===== src/hdl/object_reference_parser_top_macros.svh =====
// ----------------------------------------------------------------------------
// Assertion macros for the object reference parser.
// Both macros expect signals named clk and rst_n in the scope where they
// are used.
// ----------------------------------------------------------------------------
`ifndef OBJECT_REFERENCE_PARSER_TOP_MACROS_SVH
`define OBJECT_REFERENCE_PARSER_TOP_MACROS_SVH

`ifndef SYNTHESIS

// The consequent must hold in the same cycle as the antecedent.
`define ORP_ASSERT(label, ante, cons) \
    label: assert property (@(posedge clk) disable iff (!rst_n) (ante) |-> (cons)) \
        else $error("assertion violated in %m");

// The consequent must hold in the cycle after the antecedent.
`define ORP_ASSERT_NEXT(label, ante, cons) \
    label: assert property (@(posedge clk) disable iff (!rst_n) (ante) |=> (cons)) \
        else $error("assertion violated in %m");

`else

`define ORP_ASSERT(label, ante, cons)

`define ORP_ASSERT_NEXT(label, ante, cons)

`endif

`endif


===== src/hdl/orp_pkg.sv =====
// ----------------------------------------------------------------------------
// Object reference parser package
// Widths, character codes, parse phases, byte roles and the result record.
// ----------------------------------------------------------------------------
package orp_pkg;

    localparam int VALUE_WIDTH = 63;
    localparam int OUT_WIDTH   = 63;

    localparam logic [7:0] CH_NUL    = 8'h00;
    localparam logic [7:0] CH_Z      = 8'h7A;
    localparam logic [7:0] CH_E      = 8'h65;
    localparam logic [7:0] CH_R      = 8'h72;
    localparam logic [7:0] CH_O      = 8'h6F;
    localparam logic [7:0] CH_SLASH  = 8'h2F;
    localparam logic [7:0] CH_DASH   = 8'h2D;
    localparam logic [7:0] CH_LPAREN = 8'h28;
    localparam logic [7:0] CH_RPAREN = 8'h29;
    localparam logic [7:0] CH_LBRACK = 8'h5B;
    localparam logic [7:0] CH_RBRACK = 8'h5D;
    localparam logic [7:0] CH_EQUALS = 8'h3D;
    localparam logic [7:0] CH_PLUS   = 8'h2B;
    localparam logic [7:0] CH_DIG0   = 8'h30;
    localparam logic [7:0] CH_DIG9   = 8'h39;
    localparam logic [7:0] CH_HEXA   = 8'h61;
    localparam logic [7:0] CH_HEXF   = 8'h66;

    localparam logic [2:0] KW_LEN = 3'd4;

    typedef enum logic [3:0] {
        PH_START,
        PH_KEYWORD,
        PH_SEGMENT,
        PH_OBJECT,
        PH_AFTER_KW,
        PH_CHECKSUM,
        PH_AFTER_CK,
        PH_RNG_OPEN,
        PH_RNG_1,
        PH_RNG_2,
        PH_DONE
    } phase_t;

    typedef enum logic [2:0] {
        ROLE_IGNORED,
        ROLE_KEYWORD,
        ROLE_SEGMENT,
        ROLE_SLASH,
        ROLE_OBJECT,
        ROLE_CHECKSUM,
        ROLE_RANGE_SYN,
        ROLE_RANGE_DIG
    } role_t;

    typedef struct packed {
        role_t                  role;
        logic                   final_res;
        logic                   status;
        logic                   ref_kind;
        logic                   has_checksum;
        logic                   has_range;
        logic                   exact;
        logic [OUT_WIDTH-1:0]   range_first;
        logic [OUT_WIDTH-1:0]   range_len;
    } result_t;

    function automatic logic is_dig(input logic [7:0] c);
        return (c >= CH_DIG0) && (c <= CH_DIG9);
    endfunction

    function automatic logic is_hex(input logic [7:0] c);
        return is_dig(c) || ((c >= CH_HEXA) && (c <= CH_HEXF));
    endfunction

    // Letters of the keyword "zero" by position.
    function automatic logic [7:0] kw_char(input logic [1:0] idx);
        logic [7:0] c;
        unique case (idx)
            2'd0:    c = CH_Z;
            2'd1:    c = CH_E;
            2'd2:    c = CH_R;
            default: c = CH_O;
        endcase
        return c;
    endfunction

endpackage


===== src/hdl/orp_ifs.sv =====
// ----------------------------------------------------------------------------
// Object reference parser channels
// Valid/ready channels for character beats and result beats.
// ----------------------------------------------------------------------------
interface orp_in_if;
    logic       valid;
    logic       ready;
    logic [7:0] ch;
    logic       last;

    modport source (output valid, output ch, output last, input ready);
    modport sink   (input valid, input ch, input last, output ready);
endinterface

interface orp_out_if;
    logic                           valid;
    logic                           ready;
    logic [2:0]                     role;
    logic                           final_res;
    logic                           status;
    logic                           ref_kind;
    logic                           has_checksum;
    logic                           has_range;
    logic                           exact;
    logic [orp_pkg::OUT_WIDTH-1:0]  range_first;
    logic [orp_pkg::OUT_WIDTH-1:0]  range_len;

    modport source (output valid, output role, output final_res, output status,
                    output ref_kind, output has_checksum, output has_range,
                    output exact, output range_first, output range_len,
                    input ready);
    modport sink   (input valid, input role, input final_res, input status,
                    input ref_kind, input has_checksum, input has_range,
                    input exact, input range_first, input range_len,
                    output ready);
endinterface


===== src/hdl/orp_parser.sv =====
// ----------------------------------------------------------------------------
// Object reference parser core
// Holds the parse state and classifies one character per accepted beat.
// ----------------------------------------------------------------------------
module orp_parser (
    input  logic             clk,
    input  logic             rst_n,
    input  logic             fire,
    input  logic [7:0]       ch,
    input  logic             last,
    output orp_pkg::result_t res
);
    import orp_pkg::*;

`include "object_reference_parser_top_macros.svh"

    phase_t                 phase_reg,   phase_next;
    logic [2:0]             kw_reg,      kw_next;
    logic                   kind_reg,    kind_next;
    logic                   ck_reg,      ck_next;
    logic                   has_rng_reg, has_rng_next;
    logic                   exact_reg,   exact_next;
    logic [VALUE_WIDTH-1:0] start_reg,   start_next;
    logic [VALUE_WIDTH-1:0] acc_reg,     acc_next;
    logic [VALUE_WIDTH-1:0] len_reg,     len_next;
    logic                   err_reg,     err_next;

    role_t                  role;
    logic                   fin_err;
    logic [VALUE_WIDTH+3:0] acc_wide;
    logic [VALUE_WIDTH-1:0] acc_dig;

    // Decimal step acc*10 + digit as two shifted adds; any carry into the
    // top four bits means the value passed the maximum and saturates.
    always_comb
    begin
        acc_wide = ({4'b0, acc_reg} << 3) + ({4'b0, acc_reg} << 1)
                 + (VALUE_WIDTH+4)'(ch[3:0]);
        acc_dig  = (acc_wide[VALUE_WIDTH+3:VALUE_WIDTH] != 4'b0) ? '1
                 : acc_wide[VALUE_WIDTH-1:0];
    end

    always_comb
    begin
        phase_next   = phase_reg;
        kw_next      = kw_reg;
        kind_next    = kind_reg;
        ck_next      = ck_reg;
        has_rng_next = has_rng_reg;
        exact_next   = exact_reg;
        start_next   = start_reg;
        acc_next     = acc_reg;
        len_next     = len_reg;
        err_next     = err_reg;
        role         = ROLE_IGNORED;

        unique case (phase_reg)
            PH_START:
            begin
                if (ch == CH_Z)
                begin
                    kw_next    = 3'd1;
                    phase_next = PH_KEYWORD;
                    role       = ROLE_KEYWORD;
                end
                else if (is_hex(ch) || ch == CH_DASH)
                begin
                    phase_next = PH_SEGMENT;
                    role       = ROLE_SEGMENT;
                end
                else if (ch == CH_SLASH)
                begin
                    phase_next = PH_OBJECT;
                    role       = ROLE_SLASH;
                end
                else
                begin
                    err_next   = 1'b1;
                    phase_next = PH_DONE;
                end
            end
            PH_KEYWORD:
            begin
                if (kw_reg < KW_LEN && ch == kw_char(kw_reg[1:0]))
                begin
                    kw_next = kw_reg + 3'd1;
                    role    = ROLE_KEYWORD;
                    if (kw_next == KW_LEN)
                    begin
                        kind_next  = 1'b0;
                        phase_next = PH_AFTER_KW;
                    end
                end
                else
                begin
                    err_next   = 1'b1;
                    phase_next = PH_DONE;
                end
            end
            PH_SEGMENT:
            begin
                if (is_hex(ch) || ch == CH_DASH)
                begin
                    role = ROLE_SEGMENT;
                end
                else if (ch == CH_SLASH)
                begin
                    phase_next = PH_OBJECT;
                    role       = ROLE_SLASH;
                end
                else
                begin
                    err_next   = 1'b1;
                    phase_next = PH_DONE;
                end
            end
            PH_OBJECT:
            begin
                if (is_hex(ch))
                begin
                    role = ROLE_OBJECT;
                end
                else if (ch == CH_LPAREN)
                begin
                    phase_next = PH_CHECKSUM;
                    role       = ROLE_CHECKSUM;
                end
                else if (ch == CH_LBRACK)
                begin
                    phase_next = PH_RNG_OPEN;
                    role       = ROLE_RANGE_SYN;
                end
                else if (ch == CH_NUL)
                begin
                    phase_next = PH_DONE;
                end
                else
                begin
                    err_next   = 1'b1;
                    phase_next = PH_DONE;
                end
            end
            PH_AFTER_KW, PH_AFTER_CK:
            begin
                // Anything else after a complete reference is trailing text.
                if (ch == CH_LPAREN && phase_reg == PH_AFTER_KW)
                begin
                    phase_next = PH_CHECKSUM;
                    role       = ROLE_CHECKSUM;
                end
                else if (ch == CH_LBRACK)
                begin
                    phase_next = PH_RNG_OPEN;
                    role       = ROLE_RANGE_SYN;
                end
                else
                begin
                    phase_next = PH_DONE;
                end
            end
            PH_CHECKSUM:
            begin
                if (ch == CH_RPAREN)
                begin
                    phase_next = PH_AFTER_CK;
                    role       = ROLE_CHECKSUM;
                end
                else if (ch == CH_NUL)
                begin
                    err_next   = 1'b1;
                    phase_next = PH_DONE;
                end
                else
                begin
                    ck_next = 1'b1;
                    role    = ROLE_CHECKSUM;
                end
            end
            PH_RNG_OPEN:
            begin
                if (ch == CH_EQUALS)
                begin
                    exact_next = 1'b1;
                    phase_next = PH_RNG_1;
                    role       = ROLE_RANGE_SYN;
                end
                else if (is_dig(ch))
                begin
                    acc_next   = acc_dig;
                    phase_next = PH_RNG_1;
                    role       = ROLE_RANGE_DIG;
                end
                else if (ch == CH_RBRACK)
                begin
                    start_next   = '0;
                    len_next     = '0;
                    has_rng_next = 1'b1;
                    phase_next   = PH_DONE;
                    role         = ROLE_RANGE_SYN;
                end
                else if (ch == CH_PLUS)
                begin
                    start_next = '0;
                    acc_next   = '0;
                    phase_next = PH_RNG_2;
                    role       = ROLE_RANGE_SYN;
                end
                else
                begin
                    err_next   = 1'b1;
                    phase_next = PH_DONE;
                end
            end
            PH_RNG_1:
            begin
                if (is_dig(ch))
                begin
                    acc_next = acc_dig;
                    role     = ROLE_RANGE_DIG;
                end
                else if (ch == CH_RBRACK)
                begin
                    start_next   = '0;
                    len_next     = acc_reg;
                    has_rng_next = 1'b1;
                    phase_next   = PH_DONE;
                    role         = ROLE_RANGE_SYN;
                end
                else if (ch == CH_PLUS && !exact_reg)
                begin
                    start_next = acc_reg;
                    acc_next   = '0;
                    phase_next = PH_RNG_2;
                    role       = ROLE_RANGE_SYN;
                end
                else
                begin
                    err_next   = 1'b1;
                    phase_next = PH_DONE;
                end
            end
            PH_RNG_2:
            begin
                if (is_dig(ch))
                begin
                    acc_next = acc_dig;
                    role     = ROLE_RANGE_DIG;
                end
                else if (ch == CH_RBRACK)
                begin
                    len_next     = acc_reg;
                    has_rng_next = 1'b1;
                    phase_next   = PH_DONE;
                    role         = ROLE_RANGE_SYN;
                end
                else
                begin
                    err_next   = 1'b1;
                    phase_next = PH_DONE;
                end
            end
            PH_DONE:
            begin
                phase_next = PH_DONE;
            end
            default:
            begin
                phase_next = PH_DONE;
            end
        endcase
    end

    // A string that stops anywhere but after an object, a keyword, a checksum,
    // a closed range or trailing text is cut off.
    always_comb
    begin
        fin_err = err_next || !(phase_next == PH_OBJECT || phase_next == PH_AFTER_KW ||
                                phase_next == PH_AFTER_CK || phase_next == PH_DONE);

        res              = '0;
        res.role         = role;
        if (last)
        begin
            res.final_res = 1'b1;
            res.status    = fin_err;
            if (!fin_err)
            begin
                res.ref_kind     = kind_next;
                res.has_checksum = ck_next;
                if (has_rng_next)
                begin
                    res.has_range   = 1'b1;
                    res.exact       = exact_next;
                    res.range_first = OUT_WIDTH'(start_next);
                    res.range_len   = OUT_WIDTH'(len_next);
                end
            end
        end
    end

    always_ff @(posedge clk or negedge rst_n)
    begin
        if (!rst_n)
        begin
            phase_reg   <= PH_START;
            kw_reg      <= 3'd0;
            kind_reg    <= 1'b1;
            ck_reg      <= 1'b0;
            has_rng_reg <= 1'b0;
            exact_reg   <= 1'b0;
            start_reg   <= '0;
            acc_reg     <= '0;
            len_reg     <= '0;
            err_reg     <= 1'b0;
        end
        else if (fire)
        begin
            if (last)
            begin
                phase_reg   <= PH_START;
                kw_reg      <= 3'd0;
                kind_reg    <= 1'b1;
                ck_reg      <= 1'b0;
                has_rng_reg <= 1'b0;
                exact_reg   <= 1'b0;
                start_reg   <= '0;
                acc_reg     <= '0;
                len_reg     <= '0;
                err_reg     <= 1'b0;
            end
            else
            begin
                phase_reg   <= phase_next;
                kw_reg      <= kw_next;
                kind_reg    <= kind_next;
                ck_reg      <= ck_next;
                has_rng_reg <= has_rng_next;
                exact_reg   <= exact_next;
                start_reg   <= start_next;
                acc_reg     <= acc_next;
                len_reg     <= len_next;
                err_reg     <= err_next;
            end
        end
    end

    `ORP_ASSERT_NEXT(a_reset_after_last, fire && last, phase_reg == PH_START && kind_reg && !err_reg && acc_reg == '0)
    `ORP_ASSERT(a_error_silences, fire && err_reg, res.role == ROLE_IGNORED)
    `ORP_ASSERT(a_error_means_done, err_reg, phase_reg == PH_DONE)
    `ORP_ASSERT(a_keyword_count, phase_reg == PH_KEYWORD, kw_reg != 3'd0 && kw_reg < KW_LEN)

endmodule


===== src/hdl/orp_outbuf.sv =====
// ----------------------------------------------------------------------------
// Object reference parser result buffer
// Output register with a skid stage so a beat is taken while a result waits.
// ----------------------------------------------------------------------------
module orp_outbuf (
    input  logic             clk,
    input  logic             rst_n,
    input  logic             in_valid,
    output logic             in_ready,
    input  orp_pkg::result_t in_data,
    output logic             out_valid,
    input  logic             out_ready,
    output orp_pkg::result_t out_data
);
    import orp_pkg::*;

`include "object_reference_parser_top_macros.svh"

    logic    main_valid_reg, main_valid_next;
    logic    skid_valid_reg, skid_valid_next;
    result_t main_data_reg,  main_data_next;
    result_t skid_data_reg,  skid_data_next;
    logic    out_fire;

    assign in_ready  = !skid_valid_reg;
    assign out_valid = main_valid_reg;
    assign out_data  = main_data_reg;
    assign out_fire  = main_valid_reg && out_ready;

    // in_valid is only high when in_ready is, so the skid is empty then.
    always_comb
    begin
        main_valid_next = main_valid_reg;
        skid_valid_next = skid_valid_reg;
        main_data_next  = main_data_reg;
        skid_data_next  = skid_data_reg;
        if (out_fire || !main_valid_reg)
        begin
            main_valid_next = skid_valid_reg || in_valid;
            main_data_next  = skid_valid_reg ? skid_data_reg : in_data;
            skid_valid_next = 1'b0;
        end
        else if (in_valid)
        begin
            skid_valid_next = 1'b1;
            skid_data_next  = in_data;
        end
    end

    always_ff @(posedge clk or negedge rst_n)
    begin
        if (!rst_n)
        begin
            main_valid_reg <= 1'b0;
            skid_valid_reg <= 1'b0;
        end
        else
        begin
            main_valid_reg <= main_valid_next;
            skid_valid_reg <= skid_valid_next;
        end
    end

    always_ff @(posedge clk)
    begin
        main_data_reg <= main_data_next;
        skid_data_reg <= skid_data_next;
    end

    `ORP_ASSERT(a_skid_behind_main, skid_valid_reg, main_valid_reg)
    `ORP_ASSERT_NEXT(a_stall_fills_skid, in_valid && main_valid_reg && !out_ready, skid_valid_reg)
    `ORP_ASSERT_NEXT(a_skid_holds, skid_valid_reg && !out_ready, skid_valid_reg && main_valid_reg)

endmodule


===== src/hdl/object_reference_parser_top.sv =====
// ----------------------------------------------------------------------------
// Object reference parser
// Classifies each character of an object reference and gives the verdict on
// the last one.
//
//   Channel   Dir  Beat content
//   chars     in   ch (8), last (1)
//   results   out  role (3), final_res, status, ref_kind, has_checksum,
//                  has_range, exact, range_first (63), range_len (63)
//
// One character beat is taken every cycle while chars.ready is high; its
// result beat is set by the single parse step and the output register.
// chars.ready falls only when both the output register and the skid stage
// hold results, and rises again as soon as results.ready takes one.
// Reset is asynchronous and returns the parser to the start of a reference.
// ----------------------------------------------------------------------------
module object_reference_parser_top (
    input  logic         clk,
    input  logic         rst_n,
    orp_in_if.sink       chars,
    orp_out_if.source    results
);
    import orp_pkg::*;

    logic    fire;
    logic    buf_ready;
    result_t step_res;
    result_t out_res;

    assign chars.ready = buf_ready;
    assign fire        = chars.valid && buf_ready;

    orp_parser u_parser (
        .clk   (clk),
        .rst_n (rst_n),
        .fire  (fire),
        .ch    (chars.ch),
        .last  (chars.last),
        .res   (step_res)
    );

    orp_outbuf u_outbuf (
        .clk       (clk),
        .rst_n     (rst_n),
        .in_valid  (fire),
        .in_ready  (buf_ready),
        .in_data   (step_res),
        .out_valid (results.valid),
        .out_ready (results.ready),
        .out_data  (out_res)
    );

    assign results.role         = out_res.role;
    assign results.final_res    = out_res.final_res;
    assign results.status       = out_res.status;
    assign results.ref_kind     = out_res.ref_kind;
    assign results.has_checksum = out_res.has_checksum;
    assign results.has_range    = out_res.has_range;
    assign results.exact        = out_res.exact;
    assign results.range_first  = out_res.range_first;
    assign results.range_len    = out_res.range_len;

endmodule

===== src/flat_wrapper.sv =====
// flat-port wrapper written by rule: the top's interface ports become plain ports
module object_reference_parser_top_flat import orp_pkg::*;
  (clk, rst_n, chars_valid, chars_ch, chars_last, chars_ready, results_valid, results_role, results_final_res, results_status, results_ref_kind, results_has_checksum, results_has_range, results_exact, results_range_first, results_range_len, results_ready);
  orp_in_if chars_i ();
  orp_out_if results_i ();
  input  logic clk;
  input  logic rst_n;
  input wire logic [$bits(chars_i.valid)-1:0] chars_valid;
  input wire logic [$bits(chars_i.ch)-1:0] chars_ch;
  input wire logic [$bits(chars_i.last)-1:0] chars_last;
  output wire logic [$bits(chars_i.ready)-1:0] chars_ready;
  output wire logic [$bits(results_i.valid)-1:0] results_valid;
  output wire logic [$bits(results_i.role)-1:0] results_role;
  output wire logic [$bits(results_i.final_res)-1:0] results_final_res;
  output wire logic [$bits(results_i.status)-1:0] results_status;
  output wire logic [$bits(results_i.ref_kind)-1:0] results_ref_kind;
  output wire logic [$bits(results_i.has_checksum)-1:0] results_has_checksum;
  output wire logic [$bits(results_i.has_range)-1:0] results_has_range;
  output wire logic [$bits(results_i.exact)-1:0] results_exact;
  output wire logic [$bits(results_i.range_first)-1:0] results_range_first;
  output wire logic [$bits(results_i.range_len)-1:0] results_range_len;
  input wire logic [$bits(results_i.ready)-1:0] results_ready;
  assign chars_i.valid = chars_valid;
  assign chars_i.ch = chars_ch;
  assign chars_i.last = chars_last;
  assign chars_ready = chars_i.ready;
  assign results_valid = results_i.valid;
  assign results_role = results_i.role;
  assign results_final_res = results_i.final_res;
  assign results_status = results_i.status;
  assign results_ref_kind = results_i.ref_kind;
  assign results_has_checksum = results_i.has_checksum;
  assign results_has_range = results_i.has_range;
  assign results_exact = results_i.exact;
  assign results_range_first = results_i.range_first;
  assign results_range_len = results_i.range_len;
  assign results_i.ready = results_ready;
  object_reference_parser_top u_core (.clk(clk), .rst_n(rst_n), .chars(chars_i), .results(results_i));
endmodule

===== config.mk =====
export PLATFORM = sky130hd
export DESIGN_NAME = object_reference_parser_top_flat
export DESIGN_NICKNAME = d
export VERILOG_FILES = /design/src/hdl/orp_pkg.sv /design/src/hdl/orp_ifs.sv /design/src/hdl/orp_parser.sv /design/src/hdl/orp_outbuf.sv /design/src/hdl/object_reference_parser_top.sv /design/src/flat_wrapper.sv
export VERILOG_INCLUDE_DIRS = /design/src /design/src/hdl
export SDC_FILE = /design/constraint.sdc
export NUM_CORES = 1
export LEC_CHECK = 0
export BUFFER_PORTS_ARGS = -buffer_cell sky130_fd_sc_hd__buf_2
export CAP_MARGIN = 10
export CORE_AREA = 2 2 254 256
export DETAILED_ROUTE_END_ITERATION = 16
export DIE_AREA = 0 0 256 258
export PLACE_DENSITY = 0.62
export SLEW_MARGIN = 20
export SYNTH_ARGS = -nofsm -noshare
export SYNTH_HDL_FRONTEND = slang
export SYNTH_SLANG_ARGS = --single-unit

===== constraint.sdc =====
create_clock -name clk -period 10.3 [get_ports clk]
set_clock_uncertainty 0.1 [all_clocks]
set_input_delay 0 -clock clk [delete_from_list [all_inputs] [get_ports clk]]
set_output_delay 0 -clock clk [all_outputs]
set_load 0.03 [all_outputs]

; ---- Word-level counts from Yosys, hierarchy flattened
; Cells that the tools add are included.
[word_totals]
reg_bits = 473
output_inout_bits = 137
wordCells = 222
[op_classes]
n_addsub = 3
magnitude_cmp = 5
n_eq_ne = 34
n_mux = 118
bitwise = 1
reduce_logical = 31
[ops]
columns = operator, count
row1 = $mux 63, 24
row2 = $pmux 63 s2, 2
row3 = $pmux 63 s3, 1
row4 = $mux 135, 1
row5 = $mux 132, 1
row6 = $mux 130, 1
row7 = $mux 128, 1
row8 = $add 66x64->67, 1
row9 = $add 67x4->67, 1
row10 = $mux 4, 15
row11 = $mux 3, 18
row12 = $eq 8x6->1 const B, 6
row13 = $mux 1, 38
row14 = $pmux 4 s9, 1
row15 = $pmux 3 s9, 1
row16 = $eq 4x3->1 const B, 6
row17 = $eq 8x7->1 const B, 3
row18 = $mux 2, 9
row19 = $ne 4x4->1 const B, 4
row20 = $pmux 5 s3, 1
row21 = $eq 4x2->1 const B, 3
row22 = $eq 4x4->1 const B, 3
row23 = $ne 3x3->1 const B, 4
row24 = $eq 8x8->1, 1
row25 = 28 further kinds, 46

; ---- Longest topological paths before layout
[depth]
word_depth = 16
mapped_depth = 16
depth_no_buf = 13

; ---- Modules after synthesis
; A second synthesis with hierarchy kept.
[unflattened]
hier_cells = 2155
area_unflattened_um2 = 26192.6
[modules_own_cells]
columns = mod, n_inst, cells_each, area_each_um2, seq_area_each_um2
row1 = orp_parser, 1, 1725, 16285.6, 5031.1
row2 = orp_outbuf, 1, 429, 9900.7, 8157.8
row3 = object_reference_parser_top, 1, 1, 6.3, 0.0

; ---- Worst setup path before layout
; Ideal clock, no wire load.
[synth_path]
path_type = register -> register
start = register u_core.u_outbuf.main_valid_reg (netlist: u_core.u_outbuf.out_valid)
end = register u_core.u_outbuf.skid_data_reg[0] (netlist bit), enable pin
setup_ns = 1.373
t_arrival_ns = 10.096
setup_slack_ns = -1.269
stages_incl_launch_ff = 3
path_buffers = 0
synth_period_minus_slack_ns = 11.569
cell_sequence = dfrtp_1 > nand2b_1 > nor2_1
[synth_between]
elab_chain_len = 4
word_cells_on_any_way = 5
cone_classes = bitwise (1) / reduce/logical (4)
[synth_rtl]
columns = item, line_no
row1 = "start, declared", orp_outbuf.sv:19  ; logic main_valid_reg, main_valid_next;
row2 = "start signal, assigned", orp_outbuf.sv:59  ; main_valid_reg <= main_valid_next;
row3 = $logic_and 1x1->1 / $logic_not 1->1 (equally long branches), "orp_outbuf.sv:28, orp_outbuf.sv:37"
row4 = $logic_or 1x1->1 *, orp_outbuf.sv:37  ; if (out_fire || !main_valid_reg)
row5 = $not 1->1 (no source line) *, --
row6 = $reduce_and 2->1 (no source line) *, --
row7 = "end signal, assigned", orp_outbuf.sv:67  ; skid_data_reg <= skid_data_next;
row8 = "end, declared", orp_outbuf.sv:22  ; result_t skid_data_reg, skid_data_next;
; Mark *: on every way between the ends. The rest lies on a longest branch, timed or not.
; A chain may end at the register's enable or synchronous reset.

; ---- Worst setup path after layout
[layout_path]
start = register u_core.u_parser.kw_reg[0]
end = register u_core.u_outbuf.main_data_reg (netlist bit u_core.u_outbuf.out_data[24]) (data pin)
[layout_between]
elab_chain_len = 16
word_cells_on_any_way = 27
cone_classes = add/sub (1) / order compare (1) / eq/ne (8) / mux (10) / reduce/logical (7)
[layout_rtl]
columns = item, line_no
row1 = "start, declared", orp_parser.sv:18  ; logic [2:0] kw_reg, kw_next;
row2 = "start signal, assigned", orp_parser.sv:334  ; kw_reg <= kw_next;
row3 = "$eq 2x2->1, or another cell as far along", orp_pkg.sv:78  ; unique case (idx)
row4 = $pmux 5 s3, orp_pkg.sv:78
row5 = $mux 8, orp_parser.sv:57  ; unique case (phase_reg)
row6 = $eq 8x8->1, orp_parser.sv:84  ; if (kw_reg < KW_LEN && ch == kw_char(kw_reg[1:0]))
row7 = $logic_and 1x1->1, orp_parser.sv:84
row8 = $mux 4, orp_parser.sv:84
row9 = $pmux 4 s9, orp_parser.sv:57
row10 = $eq 4x2->1 / $eq 4x3->1 (equally long branches), orp_parser.sv:277  ; fin_err = err_next || !(phase_next == PH_OBJECT || phase_next == PH_AFTER_KW ||
row11 = $logic_or 1x1->1 (2 in a row), orp_parser.sv:277
row12 = $logic_or 1x1->1, orp_parser.sv:278  ; phase_next == PH_AFTER_CK || phase_next == PH_DONE);
row13 = $logic_not 1->1, orp_parser.sv:277
row14 = $logic_or 1x1->1 *, orp_parser.sv:277
row15 = $mux 130 *, orp_parser.sv:286  ; if (!fin_err)
row16 = $mux 132 *, orp_parser.sv:282  ; if (last)
row17 = $mux 135 *, orp_outbuf.sv:40  ; main_data_next = skid_valid_reg ? skid_data_reg : in_data;
row18 = "end signal, assigned", orp_outbuf.sv:66  ; main_data_reg <= main_data_next;
row19 = "end, declared", orp_outbuf.sv:21  ; result_t main_data_reg, main_data_next;
; Mark *: on every way between the ends. The rest lies on a longest branch, timed or not. The select of a mux whose other input is x is not followed.

==> flow_summary.json <==
{
  "path_cells": "ha_1, xor2_1, nor4_1, nand4_1, o221ai_1, a2111oi_4, and2_1, o311a_4, o21ai_4, buf_4, clkinv_2, nand2_4, o21ai_1",
  "tns_ns": 0,
  "grtUsageTotal_pct": 19.5,
  "overflow": 0,
  "powerDensity_nw_per_um2": 156,
  "synthArstFlopShare_pct": 42.9,
  "fin_crit_sh_pct": 56.0,
  "synth_cells": 2266,
  "yosysTopAreaCellShare_pct": 32.3,
  "holdWs_ns": 0.00305,
  "dr_total_vias": 19000,
  "arrival_ns": 5.97,
  "grt_util_met2_pct": 31.4,
  "synth_enable_flop_cells": 270,
  "slew_violations": 0,
  "synth_most_common_cell": "edfxtp_1",
  "port_buffers": 149,
  "drt-total-wl_um": 65700,
  "ys_seq_area_share_pct": 52.5,
  "die_h_um": 258,
  "totalPowerFinal_w": 0.00441,
  "rows": 93,
  "max_stage_delay_ns": 1.01,
  "drc": 0,
  "avgSynthCellArea_um2": 11.1,
  "drv_cap": 0,
  "grt_antenna_before_repair": 0,
  "synth-seq-cells": 473,
  "post_drt_wl_per_cell_um": 20.4,
  "h-tree-depth": 2,
  "cp-start-kind": "register",
  "die_w_um": 256,
  "firstDrtPassIters": 5,
  "yosys_warnings": 0,
  "netlist_top_cells_count": "edfxtp_1, nand2_1, dfrtp_1, a22o_1, nor2_1",
  "synth_flop_cell": "edfxtp_1",
  "cts.sinks": 473,
  "synth_area_leaders": "edfxtp_1, dfrtp_1, a22o_1, ha_1, a22oi_1",
  "dp.cells": 3125,
  "synth_nets": 2409,
  "drive_above_1_share_pct": 12.8,
  "clk_pin_slew_ns": 0.06,
  "syn_area_um2": 25100,
  "grt_pass1_vias": 18500,
  "met3_usage_pct": 2.58,
  "hold_viol_final": 0,
  "critPathCaptureType": "register",
  "dp_hpwl_um": 42800,
  "final_nets": 2474,
  "tightest_slew_ns": 1.12,
  "stdcell_area_um2": 28300,
  "coreArea_um2": 63600,
  "grt_busiest_layer": "met2",
  "gp_congestion": 0.894,
  "syn_to_final_growth_pct": 12.7,
  "cp.required_ns": 10.50,
  "fmax_mhz": 173,
  "use_met1_pct": 27.5,
  "start_util_pct": 39.5,
  "relSlewSlack_pct": 25.3,
  "crit_type": "register to register",
  "synth_cell_types": 86,
  "ant_nets": 0,
  "grt_pass1_wl_um": 105000,
  "cts_setup_buffers": 0,
  "min_path_type": "primary input to register",
  "min_period_ns": 5.77,
  "rsz0062_at_grt": "no",
  "cts_made_buffers": 51,
  "vias_per_cell": 5.88,
  "placed_cell_area_um2": 26400,
  "status": "completed",
  "p_leak_nw": 11.5,
  "die_area_um2": 66000,
  "cts_root_buf": "clkbuf_16",
  "path_max_fanout": 65,
  "ir_drop_mv": 0.122,
  "clock_path_buffers": 3,
  "synth_top_cell_by_area": "edfxtp_1",
  "setup-violations-final": 0,
  "cp_slowest_cell": "nand2_4",
  "diodes": 0,
  "cts_tree": "done",
  "clk_latency_ns": 0.59,
  "drt_iter0_drc": 1932,
  "io_pins": 150,
  "grt_max_degree": 78,
  "final_cells": 3228
}
==> through the flow <==
step | utilization [%] | worst slack [ns]
2_1_floorplan | - | 1.50
3_3_place_gp | 41.5 | 4.70
3_5_place_dp | 41.5 | 4.58
4_1_cts | 44.4 | 4.53
5_1_grt | 44.5 | 3.97
6_report | 44.5 | 4.53
==> cell usage in the layout, fill, tap and decap left out, types with 13 or more instances in the layout <==
master and instances:
buf_2 148, o21ai_0 126, dfrtp_1 201, a211oi_1 13
xor2_1 25, o21bai_1 17, xnor2_1 34, and2_1 74
nor3_1 30, nand2_1 215, inv_1 23, o21ai_1 70
nor2_1 130, nand3_1 27, a22o_1 200, buf_4 22
o211ai_1 13, clkbuf_16 54, edfxtp_1 270, a221o_1 57
a21oi_1 90, a21o_1 23, ha_1 128, nand4_1 21
a22oi_1 128
==> worst max-delay path, delay by kind of cell (launching register included) <==
kind | cells | cell delay, ns
AO/OA/AOI/OAI | 5 | 1.23
XOR/XNOR | 1 | 0.16
adder cells (fa/ha/maj) | 1 | 0.36
buffers and inverters | 2 | 1.26
flip-flops | 1 | 0.45
AND/OR/NAND/NOR | 4 | 1.83
==> power breakdown <==
part           leakage [nW]  switching [W]  total [W]  internal [W]
clock                 0.882       0.000755    0.00193       0.00118
sequential             5.43      0.0000366    0.00213       0.00210
combinational          5.19       0.000263   0.000346     0.0000830
total                  11.5        0.00105    0.00441       0.00336
==> repair_timing <==
action	in CTS	in global routing
gates resized for setup	0	0
hold endpoints to repair	77	0
hold buffers	7	0
==> final cells by class <==
| cell class | count | area (um2) |
|---|---|---|
| fill | 5951 | 35300 |
| tap | 855 | 1070 |
| inverter | 25 | 95.1 |
| clock inverter | 23 | 277 |
| sequential | 473 | 13200 |
| multi-input combinational | 1601 | 11100 |
| clock buffer | 72 | 1520 |
| timing repair buffer | 179 | 1040 |
==> worst paths after layout <==
path	startpoint	cells past startpoint	endpoint	slack, ns
max in group asynchronous	rst_n	4	u_core.u_parser.acc_reg[32]$_DFFE_PN0P_	8.71
min in group asynchronous	rst_n	3	u_core.u_parser.kind_reg$_DFFE_PN1P_	0.43
hold / removal	results_ready	3	u_core.u_outbuf.out_valid$_DFFE_PN0N_	0.003
hold reg to reg	u_core.u_parser.kind_reg$_DFFE_PN1P_	2	u_core.u_parser.kind_reg$_DFFE_PN1P_	0.39
setup reg to reg	u_core.u_parser.kw_reg[0]$_DFFE_PN0P_	13	u_core.u_outbuf.out_data[24]$_DFFE_PN_	4.53
setup / recovery	u_core.u_parser.kw_reg[0]$_DFFE_PN0P_	13	u_core.u_outbuf.out_data[24]$_DFFE_PN_	4.53
==> routing by layer <==
layer,wire length [um],part of all wire (%),vias up
met1,30900,47,9479
met5,0,0,-
met3,3040,4.6,114
li1,-,-,8847
met4,1540,2.3,0
met2,30300,46,556
==> cells by family (layout without fill, tap and decap cells) <==
group                    after synthesis  count (layout)  share of synthesized area, %
multiplexers                           9               9                         0.399
AND/OR/NAND/NOR                      574             574                          10.9
XOR/XNOR                              59              59                          2.06
adder cells (fa/ha/maj)              130             130                          6.54
buffers and inverters                192             299                          3.49
AO/OA/AOI/OAI                        829             829                          24.1
flip-flops                           473             473                          52.5
Power figures use the tool's default switching activity.
